[src/hdl/mqsb_pkg.sv]
package mqsb_pkg;

  // fixed field widths of the channels
  localparam int unsigned FUNC_W   = 1;
  localparam int unsigned QID_W    = 2;
  localparam int unsigned DATA_W   = 32;
  localparam int unsigned STATUS_W = 2;

  // operation codes
  typedef enum logic [FUNC_W-1:0] {
    FUNC_ENQ = 1'b0,
    FUNC_DEQ = 1'b1
  } func_e;

  // result status codes
  typedef enum logic [STATUS_W-1:0] {
    STATUS_OK        = 2'd0,
    STATUS_OVERFLOW  = 2'd1,
    STATUS_UNDERFLOW = 2'd2
  } status_e;

  // sequencer states
  typedef enum logic [1:0] {
    S_IDLE,
    S_ENQ,
    S_DEQ_RD,
    S_DEQ_WB
  } state_e;

endpackage

[src/hdl/mqsb_if.sv]
// request channel: one operation word
interface mqsb_req_if;
  import mqsb_pkg::*;

  logic                     valid;
  logic                     ready;
  logic [FUNC_W-1:0]        func;
  logic [QID_W-1:0]         queue_id;
  logic signed [DATA_W-1:0] data_in;

  modport source (output valid, func, queue_id, data_in, input ready);
  modport sink (input valid, func, queue_id, data_in, output ready);
endinterface

// response channel: one result word
interface mqsb_rsp_if;
  import mqsb_pkg::*;

  logic                     valid;
  logic                     ready;
  logic signed [DATA_W-1:0] data_out;
  logic [STATUS_W-1:0]      status;

  modport source (output valid, data_out, status, input ready);
  modport sink (input valid, data_out, status, output ready);
endinterface

[src/hdl/mqsb_ram.sv]
module mqsb_ram #(
  parameter int unsigned WIDTH = 8,
  parameter int unsigned DEPTH = 16,
  localparam int unsigned AW = (DEPTH > 1) ? $clog2(DEPTH) : 1
) (
  input  logic             clk_i,
  input  logic             we_i,
  input  logic [AW-1:0]    waddr_i,
  input  logic [WIDTH-1:0] wdata_i,
  input  logic             re_i,
  input  logic [AW-1:0]    raddr_i,
  output logic [WIDTH-1:0] rdata_o
);

  logic [WIDTH-1:0] mem_q [DEPTH];
  logic [WIDTH-1:0] rdata_q;

  // single write port, registered read that holds without a read enable
  always_ff @(posedge clk_i) begin
    if (we_i) begin
      mem_q[waddr_i] <= wdata_i;
    end
    if (re_i) begin
      rdata_q <= mem_q[raddr_i];
    end
  end

  assign rdata_o = rdata_q;

endmodule

[src/hdl/multi_queue_shared_buffer_top.sv]
// Several FIFO queues sharing one slot store, kept as linked lists with a
// common free list.
// req_i carries one operation word: func (enqueue or dequeue), queue_id and
// data_in. rsp_o returns exactly one word per request: data_out (dequeued
// value, zero otherwise) and status (ok, overflow, underflow).
// A request is taken when the sequencer is idle. The result of an enqueue,
// overflow or underflow is registered in the state entered on acceptance
// (S_ENQ or S_DEQ_RD), that of a dequeue that returns a word in S_DEQ_WB,
// after S_DEQ_RD. The sequencer then goes back to idle, so a new request
// is taken only once the last one is through. The registered reads of the
// queue table and link memory must complete before list pointers update.
// Slot links, slot data and the per-queue head and tail pointers live in
// synchronous RAMs; the free-list head and a fill count are in flops.
// Reset clears the free-list head, the fill count and the queue valid bits
// at once; no clearing pass runs, never allocated slots are recognized by the
// fill count, so requests are taken right after reset.
// A finished result waits in the output register; while it is not taken,
// the next request is still accepted and its work holds in its last cycle
// until the output register frees up.
module multi_queue_shared_buffer_top #(
  parameter int unsigned SLOTS      = 16,
  parameter int unsigned QUEUES     = 4,
  parameter int unsigned DATA_WIDTH = 32
) (
  input  logic       clk_i,
  input  logic       rst_ni,
  mqsb_req_if.sink   req_i,
  mqsb_rsp_if.source rsp_o
);
  import mqsb_pkg::*;

  localparam int unsigned IW  = $clog2(SLOTS);
  localparam int unsigned PW  = $clog2(SLOTS + 1);
  localparam int unsigned QW  = (QUEUES > 1) ? $clog2(QUEUES) : 1;
  localparam int unsigned SW  = (DATA_WIDTH < DATA_W) ? DATA_WIDTH : DATA_W;
  localparam logic [PW-1:0] NIL = PW'(SLOTS);

  // queue number wraps when fewer queues than codes exist
  function automatic logic [QW-1:0] queue_wrap(input logic [QID_W-1:0] id);
    logic [QW-1:0] r;
    r = '0;
    for (int i = 0; i < (1 << QID_W); i++) begin
      if (id == QID_W'(i)) begin
        r = QW'(i % QUEUES);
      end
    end
    return r;
  endfunction

  state_e state_q, state_d;

  logic [QW-1:0]     q_q, q_d;
  logic [SW-1:0]     data_q, data_d;
  logic              qv_q, qv_d;
  logic [PW-1:0]     free_head_q, free_head_d;
  logic [PW-1:0]     fill_q, fill_d;
  logic [QUEUES-1:0] qvalid_q, qvalid_d;

  logic              out_valid_q, out_valid_d;
  logic [DATA_W-1:0] out_data_q, out_data_d;
  logic [STATUS_W-1:0] out_status_q, out_status_d;

  // memory ports
  logic              qt_we, qt_re;
  logic [QW-1:0]     qt_waddr, qt_raddr;
  logic [2*PW-1:0]   qt_wdata, qt_rdata;
  logic              ln_we, ln_re;
  logic [IW-1:0]     ln_waddr, ln_raddr;
  logic [PW-1:0]     ln_wdata, ln_rdata;
  logic              dt_we, dt_re;
  logic [IW-1:0]     dt_waddr, dt_raddr;
  logic [SW-1:0]     dt_rdata;

  logic          accept;
  logic          out_free;
  logic [QW-1:0] q_in;
  logic [PW-1:0] head, tail;
  logic          head_nil;
  logic          free_nil;
  logic          virgin;
  logic          done;

  assign q_in     = queue_wrap(req_i.queue_id);
  assign accept   = req_i.valid && req_i.ready;
  assign out_free = !out_valid_q || rsp_o.ready;

  // pointers from the queue table, an unwritten queue reads as empty
  assign head     = qv_q ? qt_rdata[2*PW-1:PW] : NIL;
  assign tail     = qv_q ? qt_rdata[PW-1:0] : NIL;
  assign head_nil = (head >= NIL);
  assign free_nil = (free_head_q >= NIL);
  assign virgin   = (free_head_q == fill_q);

  assign req_i.ready = (state_q == S_IDLE);

  // next state
  always_comb begin
    state_d = state_q;
    unique case (state_q)
      S_IDLE: begin
        if (accept) begin
          state_d = (func_e'(req_i.func) == FUNC_ENQ) ? S_ENQ : S_DEQ_RD;
        end
      end
      S_ENQ: begin
        if (out_free) begin
          state_d = S_IDLE;
        end
      end
      S_DEQ_RD: begin
        if (!head_nil) begin
          state_d = S_DEQ_WB;
        end else if (out_free) begin
          state_d = S_IDLE;
        end
      end
      S_DEQ_WB: begin
        if (out_free) begin
          state_d = S_IDLE;
        end
      end
    endcase
  end

  // memory controls and register updates
  always_comb begin
    q_d         = q_q;
    data_d      = data_q;
    qv_d        = qv_q;
    free_head_d = free_head_q;
    fill_d      = fill_q;
    qvalid_d    = qvalid_q;
    qt_we       = 1'b0;
    qt_re       = 1'b0;
    qt_waddr    = q_q;
    qt_raddr    = q_in;
    qt_wdata    = {head, tail};
    ln_we       = 1'b0;
    ln_re       = 1'b0;
    ln_waddr    = tail[IW-1:0];
    ln_raddr    = free_head_q[IW-1:0];
    ln_wdata    = free_head_q;
    dt_we       = 1'b0;
    dt_re       = 1'b0;
    dt_waddr    = free_head_q[IW-1:0];
    dt_raddr    = head[IW-1:0];
    done        = 1'b0;
    out_data_d  = '0;
    out_status_d = STATUS_OK;

    unique case (state_q)
      S_IDLE: begin
        // look up the queue and the successor of the free-list head
        if (accept) begin
          q_d    = q_in;
          data_d = req_i.data_in[SW-1:0];
          qv_d   = qvalid_q[q_in];
          qt_re  = 1'b1;
          ln_re  = 1'b1;
        end
      end
      S_ENQ: begin
        if (out_free) begin
          done = 1'b1;
          if (free_nil) begin
            out_status_d = STATUS_OVERFLOW;
          end else begin
            // pop the free list, a never used slot links to its neighbor
            free_head_d = virgin ? PW'(free_head_q + 1'b1) : ln_rdata;
            fill_d      = virgin ? PW'(fill_q + 1'b1) : fill_q;
            dt_we       = 1'b1;
            ln_we       = !head_nil;
            ln_wdata    = free_head_q;
            qt_we       = 1'b1;
            qt_wdata    = {head_nil ? free_head_q : head, free_head_q};
            qvalid_d[q_q] = 1'b1;
          end
        end
      end
      S_DEQ_RD: begin
        if (!head_nil) begin
          // fetch link and data of the head slot
          ln_re    = 1'b1;
          ln_raddr = head[IW-1:0];
          dt_re    = 1'b1;
        end else if (out_free) begin
          done         = 1'b1;
          out_status_d = STATUS_UNDERFLOW;
        end
      end
      S_DEQ_WB: begin
        if (out_free) begin
          done        = 1'b1;
          // unlink the head, the last slot empties the queue
          qt_we       = 1'b1;
          qt_wdata    = {(head == tail) ? NIL : ln_rdata, tail};
          ln_we       = 1'b1;
          ln_waddr    = head[IW-1:0];
          ln_wdata    = free_head_q;
          free_head_d = head;
          out_data_d  = DATA_W'(dt_rdata);
        end
      end
    endcase
  end

  // output register
  always_comb begin
    out_valid_d = out_valid_q;
    if (done) begin
      out_valid_d = 1'b1;
    end else if (rsp_o.ready) begin
      out_valid_d = 1'b0;
    end
  end

  always_ff @(posedge clk_i or negedge rst_ni) begin
    if (!rst_ni) begin
      state_q     <= S_IDLE;
      free_head_q <= '0;
      fill_q      <= '0;
      qvalid_q    <= '0;
      out_valid_q <= 1'b0;
    end else begin
      state_q     <= state_d;
      free_head_q <= free_head_d;
      fill_q      <= fill_d;
      qvalid_q    <= qvalid_d;
      out_valid_q <= out_valid_d;
    end
  end

  always_ff @(posedge clk_i) begin
    q_q    <= q_d;
    data_q <= data_d;
    qv_q   <= qv_d;
    if (done) begin
      out_data_q   <= out_data_d;
      out_status_q <= out_status_d;
    end
  end

  assign rsp_o.valid    = out_valid_q;
  assign rsp_o.data_out = $signed(out_data_q);
  assign rsp_o.status   = out_status_q;

  // queue table: head and tail pointer per queue
  mqsb_ram #(
    .WIDTH (2 * PW),
    .DEPTH (QUEUES)
  ) u_queue_ram (
    .clk_i   (clk_i),
    .we_i    (qt_we),
    .waddr_i (qt_waddr),
    .wdata_i (qt_wdata),
    .re_i    (qt_re),
    .raddr_i (qt_raddr),
    .rdata_o (qt_rdata)
  );

  // next-slot links
  mqsb_ram #(
    .WIDTH (PW),
    .DEPTH (SLOTS)
  ) u_link_ram (
    .clk_i   (clk_i),
    .we_i    (ln_we),
    .waddr_i (ln_waddr),
    .wdata_i (ln_wdata),
    .re_i    (ln_re),
    .raddr_i (ln_raddr),
    .rdata_o (ln_rdata)
  );

  // slot payload
  mqsb_ram #(
    .WIDTH (SW),
    .DEPTH (SLOTS)
  ) u_data_ram (
    .clk_i   (clk_i),
    .we_i    (dt_we),
    .waddr_i (dt_waddr),
    .wdata_i (data_q),
    .re_i    (dt_re),
    .raddr_i (dt_raddr),
    .rdata_o (dt_rdata)
  );

endmodule
[src/flat_wrapper.sv]
// flat-port wrapper written by rule: the top's interface ports become plain ports
module multi_queue_shared_buffer_top_flat import mqsb_pkg::*;
#(
  parameter int unsigned SLOTS      = 16,
  parameter int unsigned QUEUES     = 4,
  parameter int unsigned DATA_WIDTH = 32
)
  (clk_i, rst_ni, req_i_valid, req_i_func, req_i_queue_id, req_i_data_in, req_i_ready, rsp_o_valid, rsp_o_data_out, rsp_o_status, rsp_o_ready);
  mqsb_req_if req_i_i ();
  mqsb_rsp_if rsp_o_i ();
  input  logic clk_i;
  input  logic rst_ni;
  input wire logic [$bits(req_i_i.valid)-1:0] req_i_valid;
  input wire logic [$bits(req_i_i.func)-1:0] req_i_func;
  input wire logic [$bits(req_i_i.queue_id)-1:0] req_i_queue_id;
  input wire logic [$bits(req_i_i.data_in)-1:0] req_i_data_in;
  output wire logic [$bits(req_i_i.ready)-1:0] req_i_ready;
  output wire logic [$bits(rsp_o_i.valid)-1:0] rsp_o_valid;
  output wire logic [$bits(rsp_o_i.data_out)-1:0] rsp_o_data_out;
  output wire logic [$bits(rsp_o_i.status)-1:0] rsp_o_status;
  input wire logic [$bits(rsp_o_i.ready)-1:0] rsp_o_ready;
  assign req_i_i.valid = req_i_valid;
  assign req_i_i.func = req_i_func;
  assign req_i_i.queue_id = req_i_queue_id;
  assign req_i_i.data_in = req_i_data_in;
  assign req_i_ready = req_i_i.ready;
  assign rsp_o_valid = rsp_o_i.valid;
  assign rsp_o_data_out = rsp_o_i.data_out;
  assign rsp_o_status = rsp_o_i.status;
  assign rsp_o_i.ready = rsp_o_ready;
  multi_queue_shared_buffer_top #(.SLOTS(SLOTS), .QUEUES(QUEUES), .DATA_WIDTH(DATA_WIDTH)) u_core (.clk_i(clk_i), .rst_ni(rst_ni), .req_i(req_i_i), .rsp_o(rsp_o_i));
endmodule
[config.mk]
export PLATFORM = sky130hd
export DESIGN_NAME = multi_queue_shared_buffer_top_flat
export DESIGN_NICKNAME = d
export VERILOG_FILES = /design/src/hdl/mqsb_pkg.sv /design/src/hdl/mqsb_if.sv /design/src/hdl/mqsb_ram.sv /design/src/hdl/multi_queue_shared_buffer_top.sv /design/src/flat_wrapper.sv
export SDC_FILE = /design/constraint.sdc
export NUM_CORES = 1
export LEC_CHECK = 0
export BUFFER_PORTS_ARGS = -buffer_cell sky130_fd_sc_hd__buf_2
export CAP_MARGIN = 15
export CORE_MARGIN = 2
export CORE_UTILIZATION = 42
export DETAILED_ROUTE_END_ITERATION = 8
export PLACE_DENSITY_LB_ADDON = 0.12
export SYNTH_ARGS = -nofsm -noshare
export SYNTH_HDL_FRONTEND = slang
export SYNTH_HIERARCHICAL = 1
export SYNTH_SLANG_ARGS = --single-unit
[constraint.sdc]
create_clock -name clk_i -period 5.65 [get_ports clk_i]
set_input_delay 1.13 -clock clk_i [delete_from_list [all_inputs] [get_ports clk_i]]
set_output_delay 1.13 -clock clk_i [all_outputs]
set_load 0.05 [all_outputs]
==> out/metrics.csv, run 1 <==
stage,metric,value,unit
floorplan,IO Pins,75,
place,dpl hpwl,38500,µm
yosys,number of distinct library cells after synthesis,57,
timing,worst hold margin,0.454,ns
layout,layout cell share with drive strength beyond 1,27.5,%
floorplan,Row Count,96,
yosys,syn avg cell area,21.4,µm²
clock_network,clock sink total,765,
layout,fin nets,1530,
yosys,synth top area cells,"edfxtp_1, mux4_2, a22oi_1",
route,Via Count,13700,
clock_network,Worst-path clk slew,0.06,ns
power_and_ir_drop,VDD IR max,0.000331,V
place,IO Port Bufs,74,
timing,RSZ-0062 raised after global routing,false,
clock_network,Num CTS Buffers,82,
yosys,Mapped Area,29100,µm²
power_and_ir_drop,NetSw,4380,µW
timing,count of final hold-check violations,0,
route,drt wl/cell,26.8,µm
timing,Tmin final,3.87,ns
layout,Fill cells,5651,
power_and_ir_drop,leakage,0.0107,µW
yosys,Yosys reg bits,765,
clock_network,clock root cell,clkbuf_16,
hold_path,hold_sp,u_core/qvalid_q[1],
power_and_ir_drop,Combinational Power Share,18.7,%
yosys,Post-Syn Nets,1408,
global_routing,Congestion Overflow GR,0,
route,DRC Markers,0,
layout,area delta synth->final,14.5,%
yosys,Synth area leader,edfxtp_1,
floorplan,initial core utilization,42.4,%
route,post-DR vias/cell,5.54,
critical_path,kind of critical path,register to register,
yosys,ys flop type,edfxtp_1,
clock_network,post_cts resized,0,
global_routing,largest net degree at the start of global routing,59,
power_and_ir_drop,Clock power frac,33.5,%
route,Total Routed Length,66500,µm
power_and_ir_drop,share of power burned in registers,47.8,%
clock_network,CTS tree,built,
route,TritonRoute pass-1 iters,5,
power_and_ir_drop,Sw Ratio,28.4,%
critical_path,Worst Setup Start Kind,register,
global_routing,vias in the first global route,14300,
hold_path,Hold Path Class,register to register,
timing,Max Slew Vio Count,0,
yosys,Post-synth ARST share,2.22,%
clock_network,cts hold-fix bufs,0,
power_and_ir_drop,internal cell power,11000,µW
timing,Setup Viol. Count Final,0,
route,Post-DRT Antenna Nets,0,
clock_network,# Post-CTS Setup Buffers,0,
run_status,status,"finished, final reports clean",
timing,period utilization,68.5,%
yosys,Synth top area share,77.2,%
floorplan,die height,267,µm
floorplan,die width,267,µm
global_routing,GR Util All Layers,19.1,%
timing,worst slew pin tran,1.19,ns
yosys,sequential area share after synthesis,78.6,%
floorplan,DIE AREA,71400,µm²
clock_network,"Clk Latency, worst-skew pair",0.61,ns
timing,Max Fclk,0.258,GHz
yosys,Post-Syn Instances,1362,
global_routing,global-route wire length before repair,97800,µm
place,routability congestion estimate,0.769,
timing,setup total negative slack,0,ns
critical_path,WP data required,5.88,ns
timing,clock skew,0.0190,ns
critical_path,Critical Path AT,4.10,ns
floorplan,core area,68600,µm²
yosys,Syn. warnings,6,
route,drt first-iter violations,1177,
critical_path,Crit. Startpoint,u_core/state_q[1],
clock_network,CTS Buffer Depth,3,
global_routing,initial antenna violation count,1,
clock_network,H-Tree Depth,3,
critical_path,R2R Path Start,u_core/state_q[1],
critical_path,CP endpoint kind,register,
power_and_ir_drop,PwrDens,462,nW/µm²
timing,slew margin rel.,20.2,%
yosys,Post-synth EDFFs,748,
critical_path,CP Max Fanout,32,
job,max_cap viols,0,
per-stage QoR:
stage | setup WS, ns | cell area, µm² | instances | power [µW] | util, %
2_1_floorplan | 0.755 | 29100 | 1362 | 9300 | -
3_3_place_gp | 1.61 | 30700 | 2331 | 10400 | 44.8
3_5_place_dp | 1.55 | 30700 | 2331 | 10400 | 44.8
4_1_cts | 1.74 | 33300 | 2478 | 15600 | 48.6
5_1_grt | 1.48 | 33300 | 2478 | 16000 | 48.6
6_report | 1.78 | 33300 | 2479 | 15400 | 48.6
sequential cells by signal, summed over array words and instances (netlist names):
| signal | cells |
|---|---|
| u_core/qv_q | 1 |
| u_core/u_queue_ram/rdata_o | 10 |
| u_core/rsp_o.status | 2 |
| u_core/u_link_ram/mem_q | 80 |
| u_core/u_link_ram/rdata_o | 5 |
| u_core/free_head_q | 5 |
| u_core/q_q | 2 |
| u_core/data_q | 32 |
| u_core/u_queue_ram/mem_q | 40 |
| u_core/u_data_ram/mem_q | 512 |
| u_core/qvalid_q | 4 |
| u_core/rsp_o.data_out | 32 |
| u_core/u_data_ram/rdata_o | 32 |
| u_core/rsp_o.valid | 1 |
| u_core/fill_q | 5 |
| u_core/state_q | 2 |
cell type report:
class                   count  area (µm²)  area share (%)
clock buffers             102        2190            6.58
inverters                   9        33.8           0.101
flip-flops and latches    765       22900            68.7
well taps                 931        1160            3.50
multi-input cells         518        6000            18.0
diodes                      1        2.50         0.00751
repair buffers            108         638            1.92
clock inverters            45         398            1.19
path summary, 6_finish.rpt:
path | to | slack (ns) | depth (start not counted)
setup / recovery | u_core/u_data_ram/mem_q[1][7] | 1.78 | 7
hold reg to reg | u_core/qvalid_q[1] | 0.45 | 1
max in group asynchronous | u_core/free_head_q[1] | 4.88 | 1
setup reg to reg | u_core/u_data_ram/mem_q[1][7] | 1.78 | 7
min in group asynchronous | u_core/rsp_o.valid | 0.46 | 1
hold / removal | u_core/qvalid_q[1] | 0.45 | 1
metal layers:
layer  GRT usage, %  routed length [µm]
met5              0                   0
met4           5.09                1530
met3           3.76                3950
met2           29.4               31200
met1           28.0               29800
power by group through the flow:
stage	Sequential, µW	Clock, µW	Combinational (µW)
floorplan	7610	0	1700
global placement	7480	0	2910
detailed placement	7490	0	2920
CTS	7380	5300	2930
global route	7420	5500	3110
finish	7360	5160	2880
worst max-delay path: stages (launching register included):
cell	delay, ns
dfrtp_1	0.40
inv_1	0.12
ha_1	0.35
and2b_1	0.25
nand2_1	0.29
inv_1	0.54
or3b_2	0.61
nor2_4	0.90
synthesized netlist by cell type (4+ instances only):
cell,number
a21boi_0,4
a21oi_1,9
a22o_1,5
a22oi_1,69
and2_1,7
and3_1,34
buf_1,10
buf_2,12
buf_4,11
buf_6,4
clkbuf_1,32
dfrtp_1,17
edfxtp_1,748
ha_1,7
inv_1,9
mux2i_1,4
mux4_2,159
nand2_1,67
nand2b_1,7
nand3_1,18
nand3b_1,4
nor2_1,39
nor2b_1,8
nor3_1,8
o21ai_0,8
xnor2_1,9
xor2_1,6
logic make-up after synthesis:
family,Yosys count,synth area share (%)
AOI/OAI and AO/OA,122,3.11
DFF,765,78.6
adders and majority gates,7,0.301
xor gates and xnor gates,16,0.507
muxes,166,12.6
buffers and inverters,79,1.32
and+or+nand+nor,207,3.57
cells in the final DEF, fill, tap and decap left out, drive strengths merged, types with 2 or more instances in the layout:
| cell | n |
|---|---|
| a22oi | 69 |
| a221o | 3 |
| nand3b | 4 |
| and2 | 7 |
| o311ai | 2 |
| or2 | 3 |
| ha | 7 |
| o221ai | 3 |
| or3b | 2 |
| o21bai | 2 |
| xor2 | 6 |
| xnor2 | 10 |
| bufinv | 7 |
| a21oi | 9 |
| nor2 | 39 |
| o31ai | 3 |
| nor3 | 9 |
| a211oi | 3 |
| nor4b | 2 |
| buf | 108 |
| nand3 | 19 |
| o21ai | 9 |
| edfxtp | 748 |
| nand2 | 67 |
| o21a | 2 |
| inv | 12 |
| and3b | 2 |
| dfrtp | 17 |
| mux2 | 3 |
| mux4 | 159 |
| clkinv | 35 |
| mux2i | 4 |
| clkbuf | 102 |
| and3 | 34 |
| a21boi | 4 |
| a22o | 5 |
| nor2b | 8 |
| nand2b | 7 |
Power figures use the tool's default switching activity.
==> run 2, diff against run 1 <==
--- a/config.mk
+++ b/config.mk
@@ -5,6 +5,7 @@
 export SDC_FILE = /design/constraint.sdc
 export NUM_CORES = 1
 export LEC_CHECK = 0
+export ABC_AREA = 1
 export BUFFER_PORTS_ARGS = -buffer_cell sky130_fd_sc_hd__buf_2
 export CAP_MARGIN = 15
 export CORE_MARGIN = 2
==> constraint.sdc (replaced) <==
create_clock -name clk_i -period 3.9 [get_ports clk_i]
set_input_delay 0.78 -clock clk_i [delete_from_list [all_inputs] [get_ports clk_i]]
set_output_delay 0.78 -clock clk_i [all_outputs]
set_load 0.05 [all_outputs]
==> run 2 against run 1 <==
Net effect: first-iteration DRC count increased by 29%; synthesized cell count is 120% higher; count of clock-buffer cells in the layout grew 7; area after synthesis up 13%; clock skew up 0.00063 ns; non-clock buffer count is 24 higher; cell count increased by 71%; largest cell class unchanged.
==> out/metrics.csv, run 2 <==
stage,metric,value,unit,change
global_routing,initial antenna violation count,0,,was 1
yosys,top-count cell post-synth,nand2_1,,was edfxtp_1
yosys,Synth Area in XOR/XNOR,0.156,%,was 0.507%
clock_network,clock sink total,765,,unchanged
power_and_ir_drop,VDD IR max,0.000362,V,was 0.000331 V
place,IO Port Bufs,74,,unchanged
timing,Max Fclk,0.328,GHz,was 0.258 GHz
route,drt wl/cell,18.7,µm,was 26.8 µm
yosys,syn avg cell area,10.8,µm²,was 21.4 µm²
global_routing,largest net degree at the start of global routing,166,,was 59
yosys,Synth top cells by count,"nand2_1, edfxtp_1, inv_1, nand3_1, nor2_1",,"was edfxtp_1, mux4_2, a22oi_1, nand2_1, nor2_1"
layout,fin nets,3193,,was 1530
yosys,Yosys reg bits,765,,unchanged
route,TritonRoute pass-1 iters,5,,unchanged
layout,Antenna diodes,0,,was 1
power_and_ir_drop,leakage,0.0156,µW,was 0.0107 µW
floorplan,die height,284,µm,was 267 µm
layout,"most common cell after layout, fill and taps aside",nand2_1,,was edfxtp_1
global_routing,vias in the first global route,20600,,was 14300
layout,area delta synth->final,12.4,%,was 14.5%
critical_path,kind of critical path,register to register,,unchanged
yosys,Synth Area in Compound Gates,0.980,%,was 3.11%
layout,"commonest cells after routing, fill and taps aside","nand2_1, edfxtp_1, inv_1",,"was edfxtp_1, mux4_2, clkbuf_16"
global_routing,Congestion Overflow GR,0,,unchanged
route,met3 WL,3770,µm,was 3950 µm
layout,Fill cells,7060,,was 5651
job,max_cap viols,0,,unchanged
timing,Tmin final,3.05,ns,was 3.87 ns
place,dpl hpwl,45100,µm,was 38500 µm
yosys,Synth top area share,68.2,%,was 77.2%
route,M1 wire length,34800,µm,was 29800 µm
floorplan,initial core utilization,42.5,%,was 42.4%
timing,worst slew pin tran,1.00,ns,was 1.19 ns
floorplan,core area,77600,µm²,was 68600 µm²
power_and_ir_drop,Design Power,23900,µW,was 15400 µW
timing,clock skew,0.0196,ns,was 0.0190 ns
route,Total Routed Length,79600,µm,was 66500 µm
yosys,Post-Synth Simple-Gate Area,19.6,%,was 3.57%
floorplan,die width,284,µm,was 267 µm
run_status,status,"finished, final reports clean",,unchanged
clock_network,H-Tree Depth,3,,unchanged
clock_network,post_cts resized,0,,unchanged
global_routing,global-route wire length before repair,122000,µm,was 97800 µm
yosys,Post-Syn Instances,3064,,was 1362
place,placed insts,4102,,was 2331
floorplan,IO Pins,75,,unchanged
yosys,Post-Syn Nets,3110,,was 1408
critical_path,WP data required,4.27,ns,was 5.88 ns
yosys,synth top area cells,"edfxtp_1, nand2_1, nand3_1",,"was edfxtp_1, mux4_2, a22oi_1"
yosys,Post-synth ARST share,2.22,%,unchanged
yosys,ys flop type,edfxtp_1,,unchanged
power_and_ir_drop,PwrDens,645,nW/µm²,was 462 nW/µm²
yosys,post-synthesis mux area share,0,%,was 12.6%
yosys,Syn. warnings,6,,unchanged
route,Via Count,20900,,was 13700
critical_path,CP Max Fanout,165,,was 32
timing,setup total negative slack,0,ns,unchanged
timing,period utilization,78.2,%,was 68.5%
route,Max Used Layer,met4,,unchanged
route,DRC Markers,0,,unchanged
layout,layout cell share with drive strength beyond 1,10.8,%,was 27.5%
floorplan,Row Count,102,,was 96
timing,count of final hold-check violations,0,,unchanged
critical_path,Worst Setup Start Kind,register,,unchanged
route,met2 routed WL,38600,µm,was 31200 µm
timing,Setup Viol. Count Final,0,,unchanged
timing,slew margin rel.,33.0,%,was 20.2%
yosys,number of distinct library cells after synthesis,40,,was 57
timing,RSZ-0062 raised after global routing,false,,unchanged
layout,max reg flops,512,,unchanged
route,Post-DRT Antenna Nets,0,,unchanged
route,drt first-iter violations,1520,,was 1177
clock_network,Num CTS Buffers,83,,was 82
clock_network,CTS tree,built,,unchanged
place,routability congestion estimate,0.860,,was 0.769
yosys,Mapped Area,32900,µm²,was 29100 µm²
clock_network,"Clk Latency, worst-skew pair",0.63,ns,was 0.61 ns
yosys,Synth Area in Adders,0.266,%,was 0.301%
clock_network,cts hold-fix bufs,0,,unchanged
layout,Final Non-Filler Cells,4247,,was 2479
clock_network,# Post-CTS Setup Buffers,0,,unchanged
route,post-DR vias/cell,4.92,,was 5.54
yosys,Post-synth EDFFs,748,,unchanged
yosys,sequential area share after synthesis,69.5,%,was 78.6%
hold_path,Hold Path Class,input pin to asynchronous set/reset pin,,was register to register
layout,Top reg by flops,u_core/u_data_ram/mem_q,,unchanged
clock_network,clock root cell,clkbuf_16,,unchanged
floorplan,DIE AREA,80700,µm²,was 71400 µm²
clock_network,Worst-path clk slew,0.07,ns,was 0.06 ns
global_routing,GR Util All Layers,19.8,%,was 19.1%
clock_network,CTS Buffer Depth,3,,unchanged
critical_path,Critical Path AT,3.42,ns,was 4.10 ns
timing,Max Slew Vio Count,0,,unchanged
yosys,Synth area leader,edfxtp_1,,unchanged
critical_path,CP endpoint kind,register,,unchanged
yosys,largest family of logic cells by synthesized area,simple AND/OR/NAND/NOR gates,,was multiplexers
layout,biggest regs,"u_core/u_data_ram/mem_q (512), u_core/u_link_ram/mem_q (80), u_core/u_queue_ram/mem_q (40)",,unchanged
[run 2: cell types whose count changed after synthesis, moves of 40 or more]
cell / delta
nor2_1: +40
a22oi_1: -68
nand3_1: +471
inv_1: +534
mux4_2: -159
nand2_1: +828
[run 2: cell families after synthesis]
kind of cell             after synthesis
AO/OA/AOI/OAI                         56
adder cells (fa/ha/maj)                7
AND/OR/NAND/NOR                     1512
buffers and inverters                719
flip-flops                           765
XOR/XNOR                               5
[run 2: cell type report]
class / instances / area (µm²) / share of cell area (%)
well taps: 1040 / 1300 / 3.51
multi-input cells: 1580 / 7070 / 19.1
inverters: 585 / 2220 / 6.00
flip-flops and latches: 765 / 22900 / 61.8
clock inverters: 36 / 310 / 0.838
clock buffers: 109 / 2260 / 6.10
repair buffers: 132 / 981 / 2.65
[run 2: stage by stage]
| stage | util (%) | cell area, µm² | worst slack (ns) | hold WS (ns) |
|---|---|---|---|---|
| floorplan | - | 32900 | 0.591 | 0.442 |
| CTS | 47.7 | 37000 | 0.887 | 0.101 |
| finish | 47.7 | 37000 | 0.851 | 0.109 |
| global route | 47.7 | 37000 | 0.651 | 0.112 |
| global placement | 44.4 | 34500 | 0.893 | 0.449 |
| detailed placement | 44.4 | 34500 | 0.838 | 0.456 |
[run 2: path summary, 6_finish.rpt]
check	end	cells past startpoint	slack, ns	start
max	u_core/u_data_ram/rdata_o[14]	8	0.85	u_core/qv_q
min	u_core/state_q[0]	1	0.11	rst_ni
max reg2reg	u_core/u_data_ram/rdata_o[14]	8	0.85	u_core/qv_q
min reg2reg	u_core/qvalid_q[0]	1	0.47	u_core/qvalid_q[0]
max in group asynchronous	u_core/qvalid_q[2]	1	3.44	rst_ni
min in group clk_i	u_core/data_q[21]	1	0.32	req_i_data_in[21]
[run 2: power breakdown]
part	internal (µW)	switching (µW)
clock	4330	3130
sequential	10200	527
combinational	1450	4220
[run 2: critical path, stage by stage, from the launching register on]
cell      delay (ns)
edfxtp_1        0.69
nand2_1         0.30
inv_8           0.34
buf_12          0.48
nand2_1         0.16
nand3_1         0.13
nand3_1         0.12
nand3_1         0.15
nand2_1         0.06
[run 2: layer usage]
layer / up-vias / track usage (%)
met3: 124 / 2.88
met1: 10200 / 26.3
met5: - / 0
met2: 518 / 33.6
li1: 10100 / -
met4: 0 / 6.38
